<file path="config.mk">
export PLATFORM = sky130hd
export DESIGN_NAME = rbfk_cell
export DESIGN_NICKNAME = d
export VERILOG_FILES = /design/src/rtl/assert_macros.svh /design/src/rtl/rbfk_pkg.sv /design/src/rtl/rbfk_ram.sv /design/src/rtl/rbfk_cell.sv
export SDC_FILE = /design/constraint.sdc
export NUM_CORES = 2
export LEC_CHECK = 0
export BUFFER_PORTS_ARGS = -buffer_cell sky130_fd_sc_hd__buf_2
export CAP_MARGIN = 5
export CORE_MARGIN = 3
export CORE_UTILIZATION = 40
export CTS_BUF_LIST = sky130_fd_sc_hd__clkbuf_4 sky130_fd_sc_hd__clkbuf_8
export DETAILED_ROUTE_END_ITERATION = 8
export SYNTH_ARGS = -nofsm -noshare
export SYNTH_HDL_FRONTEND = slang
export SYNTH_SLANG_ARGS = --single-unit
</file>
<file path="constraint.sdc">
create_clock -name clk -period 11.7 [get_ports clk]
set_input_delay 1.17 -clock clk [delete_from_list [all_inputs] [get_ports clk]]
set_output_delay 1.17 -clock clk [all_outputs]
set_load 0.02 [all_outputs]
</file>
<file path="src/rtl/assert_macros.svh">
// assertion macros used by the rtl top level
// no dependencies
`ifndef ASSERT_MACROS_SVH
`define ASSERT_MACROS_SVH
// implication checked on every edge outside reset
`define CHK_IMPL(label, ante, cons, msg) \
  label: assert property (@(posedge clk) disable iff (!rst_n) (ante) |-> (cons)) \
    else $error(msg);
// next-cycle implication checked outside reset
`define CHK_NEXT(label, ante, cons, msg) \
  label: assert property (@(posedge clk) disable iff (!rst_n) (ante) |=> (cons)) \
    else $error(msg);
`endif

</file>
<file path="src/rtl/rbfk_pkg.sv">
// package for the rbf kernel row engine: widths, constants, exp table
// no dependencies
`timescale 1ns / 1ps
package rbfk_pkg;
  localparam int DefMaxCenters  = 32;
  localparam int DefMaxFeatures = 64;
  localparam int DefFeatureBits = 16;
  localparam int AccW   = 48;
  localparam int GammaW = 24;
  localparam int CountW = 6;
  localparam int SlotW  = 5;
  localparam int FidxW  = 6;
  localparam int KernW  = 16;
  localparam int ExpBits = 20;
  localparam logic [AccW-1:0] AccMax = {AccW{1'b1}};

  localparam logic CMD_LOAD = 1'b0;
  localparam logic CMD_DATA = 1'b1;
  localparam logic REG_GAMMA = 1'b0;
  localparam logic REG_COUNT = 1'b1;

  typedef struct packed {
    logic             vld;
    logic [SlotW-1:0] num;
    logic [AccW-1:0]  dsum;
    logic             last;
  } drain_t;

  function automatic logic [29:0] exp_tab(input logic [4:0] k);
    logic [29:0] r;
    case (k)
      5'd0:  r = 30'd1073725440;
      5'd1:  r = 30'd1073709056;
      5'd2:  r = 30'd1073676290;
      5'd3:  r = 30'd1073610760;
      5'd4:  r = 30'd1073479712;
      5'd5:  r = 30'd1073217664;
      5'd6:  r = 30'd1072693760;
      5'd7:  r = 30'd1071646719;
      5'd8:  r = 30'd1069555701;
      5'd9:  r = 30'd1065385899;
      5'd10: r = 30'd1057095000;
      5'd11: r = 30'd1040706261;
      5'd12: r = 30'd1008687096;
      5'd13: r = 30'd947573834;
      5'd14: r = 30'd836230973;
      5'd15: r = 30'd651257337;
      5'd16: r = 30'd395007542;
      5'd17: r = 30'd145315154;
      5'd18: r = 30'd19666268;
      5'd19: r = 30'd360200;
      default: r = 30'd0;
    endcase
    return r;
  endfunction
endpackage

</file>
<file path="src/rtl/rbfk_ram.sv">
// generic single-port-write ram with registered read
// no dependencies
`timescale 1ns / 1ps
module rbfk_ram #(
  parameter int WIDTH = 16,
  parameter int DEPTH = 64
) (
  input  logic                     clk,
  input  logic                     we,
  input  logic [$clog2(DEPTH)-1:0] waddr,
  input  logic [WIDTH-1:0]         wdata,
  input  logic [$clog2(DEPTH)-1:0] raddr,
  output logic [WIDTH-1:0]         rdata
);
  logic [WIDTH-1:0] mem [DEPTH];
  always_ff @(posedge clk) begin
    if (we) mem[waddr] <= wdata;
    rdata <= mem[raddr];
  end
endmodule

</file>
<file path="src/rtl/rbfk_cell.sv">
// one center cell: feature memory, squared difference, saturating accumulator
// depends on rbfk_pkg, rbfk_ram
`timescale 1ns / 1ps
module rbfk_cell
  import rbfk_pkg::*;
#(
  parameter int MAX_FEATURES = DefMaxFeatures,
  parameter int FEATURE_BITS = DefFeatureBits
) (
  input  logic                            clk,
  input  logic                            rst_n,
  input  logic                            ld_we,
  input  logic [$clog2(MAX_FEATURES)-1:0] faddr,
  input  logic [FEATURE_BITS-1:0]         ld_val,
  // stage 1 (data read issued last cycle)
  input  logic                            acc_en,
  input  logic signed [FEATURE_BITS-1:0]  x_s1,
  input  logic                            clr,
  // drain chain: capture own distance, shift from upstream
  input  logic                            cap,
  input  logic [SlotW-1:0]                my_num,
  input  logic                            my_last,
  input  logic                            my_use,
  input  drain_t                          dr_in,
  output drain_t                          dr_out
);
  localparam int DW = FEATURE_BITS + 1;
  logic [FEATURE_BITS-1:0] c_rd;
  logic [AccW-1:0] acc_r, acc_nxt;
  logic [DW-1:0] mag;
  logic signed [DW-1:0] diff;
  logic [AccW-1:0] sq;
  logic [AccW:0] sum;
  drain_t dr_r, dr_nxt;

  rbfk_ram #(.WIDTH(FEATURE_BITS), .DEPTH(MAX_FEATURES)) u_mem (
    .clk(clk), .we(ld_we), .waddr(faddr), .wdata(ld_val), .raddr(faddr), .rdata(c_rd)
  );

  always_comb begin
    diff = DW'(x_s1) - DW'($signed(c_rd));
    mag  = diff[DW-1] ? DW'(-diff) : DW'(diff);
    if (DW > 24 && (mag >> 24) != '0) sq = AccMax;
    else sq = AccW'(mag) * AccW'(mag);
    sum = {1'b0, acc_r} + {1'b0, sq};
    acc_nxt = acc_r;
    if (acc_en) acc_nxt = (sum[AccW] || sq == AccMax) ? AccMax : sum[AccW-1:0];
    if (clr) acc_nxt = '0;
    if (cap) begin
      dr_nxt.vld = my_use; dr_nxt.num = my_num;
      dr_nxt.dsum = acc_r; dr_nxt.last = my_last;
    end else dr_nxt = dr_in;
  end

  always_ff @(posedge clk) begin
    if (!rst_n) begin
      acc_r <= '0;
      dr_r  <= '0;
    end else begin
      acc_r <= acc_nxt;
      dr_r  <= dr_nxt;
    end
  end
  assign dr_out = dr_r;
endmodule

</file>
==> results by group <==
Worst setup path
  • Critical path class: primary input to register
  • CP max stage delay: 0.63 ns
  • Crit path arrival time: 10.43 ns
  • CP Launch Type: primary input
  • Req. time, crit path: 12.42 ns
  • CP max stage cell: xnor2_1
  • Crit-path max FO: 12
  • Worst r2r path cells: 31
  • Worst Setup End Kind: register
  • Top cell by count, worst path: fa_1

Floorplan
  • Die width: 365.7 um
  • Die area: 133800 um2
  • Row count: 131
  • Placeable Area: 128000 um2
  • I/O pin count: 161
  • Starting Density: 40.44%
  • Die height: 365.7 um

CTS
  • Resize count post-CTS: 0
  • Setup Fix Bufs, Post-CTS: 0
  • Max clock buf depth: 3
  • Worst-path clk slew: 0.05 ns
  • Clock Sinks: 1143
  • Post-CTS Hold Buffers: 0
  • Htree depth: 4
  • CTS root buf: clkbuf_8
  • CTS tree: done
  • Worst skew pair latency: 0.88 ns
  • CTS Buf Count: 182

Global route
  • Total GRT Usage: 20.81%
  • Initial antenna violation count: 10
  • Pin count of the biggest net entering global routing: 106
  • First-pass GRT wire length: 209.4 mm
  • Total grt overflow: 0
  • Vias in the first global route: 32293

STA
  • Final setup fails: 0
  • Tmin final: 9.709 ns
  • FMAX: 0.1030 GHz
  • Max-slew violations: 0
  • Total Neg Setup Slack: 0 ns
  • Worst Tran Pin Value: 1.236 ns
  • Clk_skew: 0.07585 ns
  • Max-slew headroom: 17.62%
  • Final worst-path cycle share: 82.98%
  • RSZ-0062 raised after global routing: false
  • Final Hold Vio Count: 0

Run
  • Maxcap violations: 0

Route
  • Final antenna-violating net count: 0
  • Vias: 31932
  • Via density: 5.512
  • Starting DRT DRC Count: 3042
  • WL final: 141.5 mm
  • WL/cell: 24.43 um
  • DRC: 0
  • DR pass1 iterations: 6

Synth
  • Synthesized flop and latch total: 1143
  • Post-synth EDFFs: 1024
  • Mapped cell area: 51760 um2
  • Top FF cell, synth: edfxtp_1
  • Sequential share of the synthesized area: 64.00%
  • Syn Area/Cell: 14.19 um2
  • Post-synth ARST share: 0%
  • Post-synthesis instance total: 3647
  • Count of cell types in the netlist: 89
  • YS warnings: 0

Worst hold path
  • Min-Delay Path Depth: 2
  • Hold Path Class: register to register

Placement
  • Gpl congestion: 0.8529
  • Post-placement cell area: 54960 um2
  • I/O Buffers: 160
  • Detailed Place HPWL: 84.24 mm

Finish
  • Share of cells above drive strength 1: 14.87%
  • Final nets: 4377
  • Final Cell Area: 58530 um2
  • Area Growth Syn to Fin: 13.06%

Outcome
  • Status: finished, final reports clean
==> cells in the final DEF, fill, tap and decap left out, drive strengths merged, types with 60 or more instances in the layout <==
cell type and instances:
o21ai 65, nor2b 60, fa 223, a22oi 334, nand2 131, a21oi 137
clkbuf 253, dfxtp 119, a31oi 90, a22o 89, buf 270, nor2 154
edfxtp 1024, ha 131, inv 406, a221oi 90
==> cell usage after synthesis, types with 8 or more instances <==
master / instances / share of area (%)
buf_2: 11 / 0.11
nand2b_1: 12 / 0.15
o21ai_0: 62 / 0.60
xor2_1: 20 / 0.34
fa_1: 223 / 8.6
a22oi_1: 334 / 4.8
and3_1: 25 / 0.30
a31oi_1: 90 / 1.1
nand3_1: 38 / 0.37
clkbuf_1: 139 / 1.0
nor3_1: 11 / 0.11
mux2i_1: 55 / 1.1
ha_1: 131 / 3.2
dfxtp_1: 119 / 4.6
nor2_1: 152 / 1.1
xnor2_1: 35 / 0.59
a21o_1: 20 / 0.29
nand4_1: 55 / 0.66
nor2b_1: 60 / 0.73
a221oi_1: 90 / 1.5
inv_1: 391 / 2.8
edfxtp_1: 1024 / 59
nor4_1: 8 / 0.097
and2_1: 13 / 0.16
nand2_1: 126 / 0.91
a21oi_1: 136 / 1.3
a22o_1: 89 / 1.5
buf_1: 39 / 0.28
==> critical path: cells and delay by family <==
| family | cells | cell delay, ns |
|---|---|---|
| adder cells (fa/ha/maj) | 9 | 3.88 |
| AND/OR/NAND/NOR | 7 | 1.37 |
| buffers and inverters | 7 | 0.66 |
| XOR/XNOR | 2 | 0.74 |
| AO/OA/AOI/OAI | 9 | 2.59 |
==> registers in the layout, summed over array words and instances (netlist names) <==
name         cells
dr_out          55
acc_r           48
u_mem.mem     1024
u_mem.rdata     16
==> layer usage <==
| metal | vias up | share of wire [%] | GRT usage [%] |
|---|---|---|---|
| met5 | - | 0.0092 | 0 |
| met4 | 2 | 3.0 | 7.094 |
| met3 | 235 | 8.1 | 4.533 |
| met2 | 1369 | 47 | 33.88 |
| met1 | 16108 | 41 | 27.62 |
| li1 | 14218 | - | - |
==> metrics by stage <==
step / hold slack, ns / utilization (%) / std cells / setup slack, ns
after floorplan: 0.4742 / - / 3656 / 2.447
after global placement: 0.5083 / 42.93 / 5462 / 1.413
after detailed placement: 0.5142 / 42.93 / 5462 / 1.102
after CTS: 0.4272 / 45.70 / 5785 / 2.028
after global routing: 0.4646 / 45.71 / 5790 / 1.350
final: 0.5142 / 45.72 / 5793 / 1.991
==> path summary, 6_finish.rpt <==
kind                        from        end  slack, ns
setup reg to reg  u_mem.rdata[4]  acc_r[42]       2.11
hold reg to reg        acc_r[39]  acc_r[39]       0.51
hold / removal         acc_r[39]  acc_r[39]       0.51
setup / recovery         x_s1[0]  acc_r[42]       1.99
==> cells by family after synthesis <==
| kind of cell | share of synthesized area [%] |
|---|---|
| flops | 64.00 |
| compound gates | 12.55 |
| buf+inv | 4.370 |
| simple gates | 5.211 |
| fa+ha+maj | 11.79 |
| xor+xnor | 0.9934 |
| mux | 1.064 |
| other cells | 0.01451 |
==> layout make-up <==
cell class	count	area, um2
sequential	1143	33130
inverter	399	1498
multi-input combinational	1921	16450
tap	1729	2163
clock inverter	70	489.2
clock buffer	253	3057
antenna	8	20.02
timing repair buffer	270	1717
fill	11374	69490
Power is not shown: default switching activity piles up to over one toggle a cycle in this logic, so the estimate is an artifact.
